$ cat config.mk
export PLATFORM = sky130hd
export DESIGN_NAME = fnv1a_pixel_hash_core
export DESIGN_NICKNAME = d
export VERILOG_FILES = /design/src/fph_pkg.sv /design/src/fph_datapath.sv /design/src/fph_ctrl.sv /design/src/fnv1a_pixel_hash_core.sv
export SDC_FILE = /design/constraint.sdc
export NUM_CORES = 1
export LEC_CHECK = 0
export BUFFER_PORTS_ARGS = -buffer_cell sky130_fd_sc_hd__buf_2
export CORE_UTILIZATION = 50
export DETAILED_ROUTE_END_ITERATION = 6
export HOLD_SLACK_MARGIN = 0.02
export PLACE_DENSITY = 0.71
export SLEW_MARGIN = 20
export SYNTH_ARGS = -nofsm -noshare
export SYNTH_HDL_FRONTEND = slang
export SYNTH_HIERARCHICAL = 1
export SYNTH_SLANG_ARGS = --single-unit
$ cat constraint.sdc
create_clock -name clk -period 9.5 [get_ports clk]
set_input_delay 0.95 -clock clk [delete_from_list [all_inputs] [get_ports clk]]
set_output_delay 0.95 -clock clk [all_outputs]
set_load 0.05 [all_outputs]
$ cat src/fph_pkg.sv
// Package for the FNV-1a pixel hash core: constants, codes and shared types.
// Used by fph_ctrl, fph_datapath and fnv1a_pixel_hash_core; no dependencies.
package fph_pkg;

    localparam int HASH_W     = 64;
    localparam int DIM_W      = 16;
    localparam int BYTE_W     = 8;
    localparam int CFG_INDEX_W = 8;
    localparam int CNT_W      = 3;

    localparam logic [HASH_W-1:0] FNV_OFFSET_BASIS = 64'hCBF2_9CE4_8422_2325;
    // prime = 2^40 + 0x1B3
    localparam logic [HASH_W-1:0] FNV_PRIME_LO     = 64'h0000_0000_0000_01B3;
    localparam int                FNV_PRIME_SHIFT  = 40;

    localparam logic [CFG_INDEX_W-1:0] REG_IMAGE_WIDTH  = 8'd0;
    localparam logic [CFG_INDEX_W-1:0] REG_IMAGE_HEIGHT = 8'd1;

    localparam logic [CNT_W-1:0] HDR_LAST = 3'd7;
    localparam logic [CNT_W-1:0] PIX_LAST = 3'd2;

    typedef enum logic [1:0] {
        ST_IDLE,
        ST_HDR,
        ST_PIX,
        ST_FIN
    } state_t;

    typedef enum logic [2:0] {
        SEL_ZERO,
        SEL_W0,
        SEL_W1,
        SEL_H0,
        SEL_H1,
        SEL_BLUE,
        SEL_GREEN,
        SEL_RED
    } byte_sel_t;

    typedef struct packed {
        logic      capture;
        logic      mix;
        logic      from_basis;
        byte_sel_t sel;
        logic      out_load;
    } cmd_t;

    typedef struct packed {
        logic eoi;
        logic out_free;
    } status_t;

endpackage

$ cat src/fph_datapath.sv
// Datapath of the FNV-1a pixel hash core: pixel latch, hash register,
// one xor-multiply round per cycle while cmd.mix is set, and the output register. Uses fph_pkg.
module fph_datapath (
    input  logic                          clk,
    input  logic                          rst_n,
    input  fph_pkg::cmd_t                 cmd,
    output fph_pkg::status_t              status,
    input  logic [fph_pkg::BYTE_W-1:0]    blue,
    input  logic [fph_pkg::BYTE_W-1:0]    green,
    input  logic [fph_pkg::BYTE_W-1:0]    red,
    input  logic                          end_of_image,
    input  logic [fph_pkg::DIM_W-1:0]     width,
    input  logic [fph_pkg::DIM_W-1:0]     height,
    output logic                          out_valid,
    input  logic                          out_stall,
    output logic [fph_pkg::HASH_W-1:0]    image_hash
);

    logic [fph_pkg::BYTE_W-1:0] blue_reg;
    logic [fph_pkg::BYTE_W-1:0] green_reg;
    logic [fph_pkg::BYTE_W-1:0] red_reg;
    logic                       eoi_reg;
    logic [fph_pkg::HASH_W-1:0] hash_reg;
    logic [fph_pkg::HASH_W-1:0] hash_next;
    logic [fph_pkg::HASH_W-1:0] image_hash_reg;
    logic [fph_pkg::HASH_W-1:0] image_hash_next;
    logic                       out_valid_reg;
    logic                       out_valid_next;
    logic [fph_pkg::BYTE_W-1:0] mix_byte;
    logic [fph_pkg::HASH_W-1:0] mix_src;
    logic [fph_pkg::HASH_W-1:0] mix_x;

    always_comb
    begin
        unique case (cmd.sel)
            fph_pkg::SEL_ZERO:  mix_byte = '0;
            fph_pkg::SEL_W0:    mix_byte = width[7:0];
            fph_pkg::SEL_W1:    mix_byte = width[15:8];
            fph_pkg::SEL_H0:    mix_byte = height[7:0];
            fph_pkg::SEL_H1:    mix_byte = height[15:8];
            fph_pkg::SEL_BLUE:  mix_byte = blue_reg;
            fph_pkg::SEL_GREEN: mix_byte = green_reg;
            fph_pkg::SEL_RED:   mix_byte = red_reg;
            default:            mix_byte = '0;
        endcase
    end

    always_comb
    begin
        mix_src   = cmd.from_basis ? fph_pkg::FNV_OFFSET_BASIS : hash_reg;
        mix_x     = mix_src ^ {{(fph_pkg::HASH_W-fph_pkg::BYTE_W){1'b0}}, mix_byte};
        hash_next = cmd.mix
                  ? (mix_x << fph_pkg::FNV_PRIME_SHIFT) + (mix_x * fph_pkg::FNV_PRIME_LO)
                  : hash_reg;
    end

    always_comb
    begin
        if (width == '0 || height == '0)
            image_hash_next = '0;
        else if (hash_reg == '0)
            image_hash_next = {{(fph_pkg::HASH_W-1){1'b0}}, 1'b1};
        else
            image_hash_next = hash_reg;

        if (cmd.out_load)
            out_valid_next = 1'b1;
        else if (out_stall)
            out_valid_next = out_valid_reg;
        else
            out_valid_next = 1'b0;
    end

    always_ff @(posedge clk)
    begin
        if (cmd.capture)
        begin
            blue_reg  <= blue;
            green_reg <= green;
            red_reg   <= red;
            eoi_reg   <= end_of_image;
        end
        hash_reg <= hash_next;
        if (cmd.out_load)
            image_hash_reg <= image_hash_next;
    end

    always_ff @(posedge clk or negedge rst_n)
    begin
        if (!rst_n)
            out_valid_reg <= 1'b0;
        else
            out_valid_reg <= out_valid_next;
    end

    assign status.eoi      = eoi_reg;
    assign status.out_free = !out_valid_reg || !out_stall;
    assign out_valid       = out_valid_reg;
    assign image_hash      = image_hash_reg;

    a_load_free: assert property (@(posedge clk) disable iff (!rst_n)
        cmd.out_load |-> status.out_free)
        else $error("result loaded over a waiting result");

    a_load_shows: assert property (@(posedge clk) disable iff (!rst_n)
        cmd.out_load |=> out_valid_reg)
        else $error("loaded result not presented");

    a_no_mix_on_load: assert property (@(posedge clk) disable iff (!rst_n)
        cmd.out_load |-> !cmd.mix && !cmd.capture)
        else $error("hash changed while result loaded");

endmodule

$ cat src/fph_ctrl.sv
// Controller of the FNV-1a pixel hash core: sequences header bytes, pixel
// bytes and result hand-off, and drives the input stall. Uses fph_pkg.
module fph_ctrl (
    input  logic              clk,
    input  logic              rst_n,
    input  logic              in_valid,
    output logic              in_stall,
    input  fph_pkg::status_t  status,
    output fph_pkg::cmd_t     cmd
);

    fph_pkg::state_t            state_reg;
    fph_pkg::state_t            state_next;
    logic [fph_pkg::CNT_W-1:0]  cnt_reg;
    logic [fph_pkg::CNT_W-1:0]  cnt_next;
    logic                       open_reg;
    logic                       open_next;
    logic                       take;

    always_ff @(posedge clk or negedge rst_n)
    begin
        if (!rst_n)
        begin
            state_reg <= fph_pkg::ST_IDLE;
            cnt_reg   <= '0;
            open_reg  <= 1'b0;
        end
        else
        begin
            state_reg <= state_next;
            cnt_reg   <= cnt_next;
            open_reg  <= open_next;
        end
    end

    always_comb
    begin
        state_next     = state_reg;
        cnt_next       = cnt_reg;
        open_next      = open_reg;
        cmd.capture    = 1'b0;
        cmd.mix        = 1'b0;
        cmd.from_basis = 1'b0;
        cmd.sel        = fph_pkg::SEL_ZERO;
        cmd.out_load   = 1'b0;
        // next pixel may enter while the red byte of the previous one mixes
        in_stall = !((state_reg == fph_pkg::ST_IDLE) ||
                     (state_reg == fph_pkg::ST_PIX && cnt_reg == fph_pkg::PIX_LAST
                      && !status.eoi));
        take = in_valid && !in_stall;

        unique case (state_reg)
            fph_pkg::ST_IDLE:
            begin
                if (take)
                begin
                    cmd.capture = 1'b1;
                    open_next   = 1'b1;
                    cnt_next    = '0;
                    state_next  = open_reg ? fph_pkg::ST_PIX : fph_pkg::ST_HDR;
                end
            end
            fph_pkg::ST_HDR:
            begin
                cmd.mix        = 1'b1;
                cmd.from_basis = (cnt_reg == '0);
                unique case (cnt_reg)
                    3'd0:    cmd.sel = fph_pkg::SEL_W0;
                    3'd1:    cmd.sel = fph_pkg::SEL_W1;
                    3'd4:    cmd.sel = fph_pkg::SEL_H0;
                    3'd5:    cmd.sel = fph_pkg::SEL_H1;
                    default: cmd.sel = fph_pkg::SEL_ZERO;
                endcase
                if (cnt_reg == fph_pkg::HDR_LAST)
                begin
                    cnt_next   = '0;
                    state_next = fph_pkg::ST_PIX;
                end
                else
                    cnt_next = cnt_reg + 1'b1;
            end
            fph_pkg::ST_PIX:
            begin
                cmd.mix = 1'b1;
                unique case (cnt_reg)
                    3'd0:    cmd.sel = fph_pkg::SEL_BLUE;
                    3'd1:    cmd.sel = fph_pkg::SEL_GREEN;
                    default: cmd.sel = fph_pkg::SEL_RED;
                endcase
                if (cnt_reg == fph_pkg::PIX_LAST)
                begin
                    cnt_next = '0;
                    if (status.eoi)
                        state_next = fph_pkg::ST_FIN;
                    else if (take)
                    begin
                        cmd.capture = 1'b1;
                        state_next  = fph_pkg::ST_PIX;
                    end
                    else
                        state_next = fph_pkg::ST_IDLE;
                end
                else
                    cnt_next = cnt_reg + 1'b1;
            end
            fph_pkg::ST_FIN:
            begin
                if (status.out_free)
                begin
                    cmd.out_load = 1'b1;
                    open_next    = 1'b0;
                    state_next   = fph_pkg::ST_IDLE;
                end
            end
            default:
            begin
                state_next = fph_pkg::ST_IDLE;
            end
        endcase
    end

    a_hdr_to_pix: assert property (@(posedge clk) disable iff (!rst_n)
        state_reg == fph_pkg::ST_HDR && cnt_reg == fph_pkg::HDR_LAST
        |=> state_reg == fph_pkg::ST_PIX && cnt_reg == '0)
        else $error("header did not hand over to pixel bytes");

    a_hdr_open: assert property (@(posedge clk) disable iff (!rst_n)
        state_reg == fph_pkg::ST_HDR || state_reg == fph_pkg::ST_FIN |-> open_reg)
        else $error("header or close without an open image");

    a_pix_cnt: assert property (@(posedge clk) disable iff (!rst_n)
        state_reg == fph_pkg::ST_PIX |-> cnt_reg <= fph_pkg::PIX_LAST)
        else $error("pixel byte counter out of range");

    a_eoi_closes: assert property (@(posedge clk) disable iff (!rst_n)
        state_reg == fph_pkg::ST_PIX && cnt_reg == fph_pkg::PIX_LAST && status.eoi
        |=> state_reg == fph_pkg::ST_FIN)
        else $error("end of image did not close the image");

endmodule

$ cat src/fnv1a_pixel_hash_core.sv
// FNV-1a 64-bit pixel hash core, top level: size registers and config port.
// One multiply round by the FNV prime per mixing cycle in fph_datapath, sequenced by fph_ctrl.
// Each pixel mixes its blue, green and red bytes; the first pixel of an image follows 8 size bytes.
// The next pixel may enter while red mixes; after the closing pixel the result waits in ST_FIN for out_free.
// Reset (rst_n, async, active low): sizes 0, no image open, no result pending.
module fnv1a_pixel_hash_core (
    input  logic                              clk,
    input  logic                              rst_n,
    input  logic                              in_valid,
    output logic                              in_stall,
    input  logic [fph_pkg::BYTE_W-1:0]        blue,
    input  logic [fph_pkg::BYTE_W-1:0]        green,
    input  logic [fph_pkg::BYTE_W-1:0]        red,
    input  logic                              end_of_image,
    output logic                              out_valid,
    input  logic                              out_stall,
    output logic [fph_pkg::HASH_W-1:0]        image_hash,
    input  logic                              cfg_valid,
    output logic                              cfg_ready,
    input  logic [fph_pkg::CFG_INDEX_W-1:0]   cfg_index,
    input  logic [fph_pkg::DIM_W-1:0]         cfg_data
);

    logic [fph_pkg::DIM_W-1:0] width_reg;
    logic [fph_pkg::DIM_W-1:0] height_reg;
    fph_pkg::cmd_t             cmd;
    fph_pkg::status_t          status;

    assign cfg_ready = 1'b1;

    always_ff @(posedge clk or negedge rst_n)
    begin
        if (!rst_n)
        begin
            width_reg  <= '0;
            height_reg <= '0;
        end
        else if (cfg_valid && cfg_ready)
        begin
            if (cfg_index == fph_pkg::REG_IMAGE_WIDTH)
                width_reg <= cfg_data;
            if (cfg_index == fph_pkg::REG_IMAGE_HEIGHT)
                height_reg <= cfg_data;
        end
    end

    fph_ctrl u_ctrl (
        .clk      (clk),
        .rst_n    (rst_n),
        .in_valid (in_valid),
        .in_stall (in_stall),
        .status   (status),
        .cmd      (cmd)
    );

    fph_datapath u_datapath (
        .clk          (clk),
        .rst_n        (rst_n),
        .cmd          (cmd),
        .status       (status),
        .blue         (blue),
        .green        (green),
        .red          (red),
        .end_of_image (end_of_image),
        .width        (width_reg),
        .height       (height_reg),
        .out_valid    (out_valid),
        .out_stall    (out_stall),
        .image_hash   (image_hash)
    );

endmodule
==> summary by stage <==
Timing
Adding up every negative setup slack in the final design gives 0 ns. The total count of hold-check failures in the final report is 0. The worst pin sits at a relative slew slack of 34.6%. The number of pins with negative max-slew slack in the final report is 0. The transition time at the pin with the least slew margin is 0.981 ns.

Setup repair after global routing left no endpoint under its margin. The tightest hold path in the finished design has a slack of 0.540 ns. The final clock skew is 0.0199 ns. The share of the cycle needed by the critical path after routing is 90.8%. Derived from the worst setup path, the maximum achievable clock frequency is 116 MHz. The clock period could shrink to 8.62 ns.

Setup violations remaining at the end of the flow were counted as 0.

Floorplan
The die height is 199 um. The I/O pin total is 121. The die is 199 um wide.

The floorplan step defined a die boundary enclosing 39,700 um2. For this configuration, the core starts out at a cell density of 51.3%. In this run the core area contains 71 standard-cell rows. The floorplan step defined a core boundary enclosing 37,900 um2.

Final layout
The post-route standard cell area excluding fillers is 21,100 um2. The synthesis-to-finish area growth is 8.49%. Cells with a size suffix above 1 make up 13.9% of the layout. The number of antenna diodes in the final layout is 0. The area occupied by multi-input gates is 12,400 um2. Across the whole layout, storage elements account for 5570 um2. The layout has 3,252 filler cells. The final-stage net count is 2,345.

Logic synthesis
The count of synthesis-stage warnings from yosys is 6. The netlist uses 83 different library cells. For this run, the register share of the synthesized area comes to 28.6%. In the synthesized netlist the dominant register cell turns out to be edfxtp_1. The number of enable-type register cells in the synthesized netlist is 153. The post-synthesis async set-or-reset flop share is 20.3%. The area of the mapped netlist is 19,400 um2. The mean cell area of the mapped netlist is 11.0 um2. The synthesized design contains 192 register bits. When the netlist entered floorplanning its net count stood at 2,248. Synthesis produced a netlist whose cell count is 1,772.

Clocking
The number of gates resized after CTS was 0. The number of clock sinks is 192. At the later pin of the worst-skew pair, clock insertion delay measures 0.46 ns.

TritonCTS built the clock tree. After clock tree synthesis, the clock-pin slew on the worst setup and hold paths is 0.08 ns. The number of hold-repair buffers added at the cts stage is 0. In this run the deepest clock path goes through 2 buffers. The number of post-CTS setup repair buffers is 0. The root cell of the clock tree is clkbuf_16.

The number of clock buffers inserted by TritonCTS is 17. The count of H-tree levels built during CTS is 4.

Detailed routing
The detailed-route vias per instance is 5.56. The count of antenna-violating nets left after detailed routing is 0. The length of the first detailed-routing pass in iterations is 5. The routed layout has 13,300 vias.

The routed design has 51.3 mm of wire. After detailed routing, the average wire length per cell comes to 21.4 um. The number of remaining DRC errors is 0. The detailed router's first-iteration violation count is 1,049.

Setup path
The largest single stage delay on the critical path is 0.77 ns. For the worst setup path, the data required time is 9.71 ns. The critical path starts at u_ctrl/state_reg[0]. Data on the critical path arrives at its endpoint at 8.84 ns.

The slowest stage cell on the critical path is and2_1. The kind of start point of the critical path is a flip-flop. The start-to-end type of the worst setup path is flip-flop to flip-flop. The worst setup path is captured at a flip-flop. By instance count, the cell type seen most on the critical path is ha_1.

The worst register-to-register path begins at u_ctrl/state_reg[0]. Of all nets on the critical path, the largest fanout is 22.

Global routing
Global routing used 36.6% of the available met1 tracks. The first global-routing pass estimated 80.4 mm of wire. The most used routing layer is met2. The global-route met2 utilization is 45.9%.

The number of global-route vias before repair is 13,900. The number of antenna violations at the first check in global routing is 0. Entering global routing, the biggest net connects 67 pins. The sum of overflow across all layers after global routing is 0. In the global route stage, overall resource usage came out at 27.2%.

The global-route track usage on met3 is 3.00%.

Hold path
In this run the most critical hold path is launched from u_datapath/out_valid. The worst hold path belongs to the class flip-flop to flip-flop.

Placement
At the end of routability-driven placement, the weighted congestion stood at 0.959. The HPWL after detailed placement is 43.0 mm. The port buffer count is 119.

The instance area after placement is 20,500 um2.

Outcome
The flow ran to the end, and the final reports show no timing, DRC or antenna violations.

Run
The count of maximum capacitance violations is 0.
## per-layer routing
layer,up-vias,share of wire [%]
li1,6094,-
met1,6714,44
met2,400,48
met3,93,4.7
met4,0,3.2
met5,-,0
## logic make-up after synthesis
group	Yosys count	synth area share [%]
fa+ha+maj	422	36.2
buf+inv	381	7.98
simple gates	368	10.5
compound gates	265	9.03
flops	192	28.6
xor+xnor	94	4.30
mux	49	3.30
other cells	1	0.0193
## stage by stage
step	setup slack (ns)	instances	util, %
6_report	0.876	2393	55.6
5_1_grt	0.498	2393	55.6
4_1_cts	1.05	2393	55.6
3_5_place_dp	1.14	2361	54.0
3_3_place_gp	1.19	2361	54.0
2_1_floorplan	1.28	1772	-
## synth_stat cells (4+ instances only)
cell	instances	share of area [%]
nand3_1	10	0.26
a22oi_1	6	0.23
nand4_1	22	0.71
o21bai_1	13	0.50
a21oi_1	101	2.6
and2_1	71	2.3
clkbuf_8	4	0.28
mux4_2	5	0.58
or2_2	27	0.87
inv_1	333	6.4
and3_1	7	0.23
a21o_1	30	1.2
mux2_2	31	1.8
nand2b_1	6	0.19
nor3_1	10	0.26
nor4_1	28	0.90
clkbuf_1	32	0.62
a211oi_1	4	0.15
o211ai_1	5	0.19
and4_1	4	0.18
xnor2_1	62	2.8
nor2_1	55	1.1
a31oi_1	12	0.39
o21ai_0	43	1.1
dfrtp_1	39	5.0
mux2_4	10	0.77
nand2_1	59	1.1
a221oi_1	4	0.18
fa_1	235	24
xor2_1	31	1.4
edfxtp_1	153	24
o21a_1	4	0.15
ha_1	187	12
nor2b_1	51	1.6
## placed cells by master (no fill, tap or decap), types with 27 or more instances in the layout
cell type and count:
xnor2_1 62, nand2_1 59, a21o_1 30, ha_1 186, inv_1 333, mux2_2 31, o21ai_0 43, xor2_1 31
and2_1 70, nor4_1 28, nor2_1 53, or2_2 27, dfrtp_1 39, fa_1 235, nor2b_1 50, buf_2 119
a21oi_1 101, edfxtp_1 153
## final timing paths
kind,to,cells after the start,slack (ns)
worst max-delay path,u_datapath/hash_reg[63],26,0.88
worst min-delay path,u_datapath/out_valid,2,0.54
worst max register to register,u_datapath/hash_reg[63],26,0.88
worst min register to register,u_datapath/out_valid,2,0.54
min in group asynchronous,width_reg[5],1,0.60
max in group asynchronous,height_reg[4],1,8.34
## worst max-delay path, delay by kind of cell (launching register included)
kind	cells	cell delay [ns]
fa+ha+maj	7	2.55
compound gates	10	2.44
simple gates	3	1.17
xor+xnor	3	0.90
mux	1	0.60
flops	1	0.41
buf+inv	2	0.31
## layout make-up
class	count	share of cell area [%]
repair buffers	126	3.07
inverters	333	5.92
flip-flops and latches	192	26.4
well taps	511	3.03
multi-input cells	1199	58.6
clock inverters	14	0.890
clock buffers	18	2.08
Power is not shown: default switching activity piles up to over one toggle a cycle in this logic, so the estimate is an artifact.
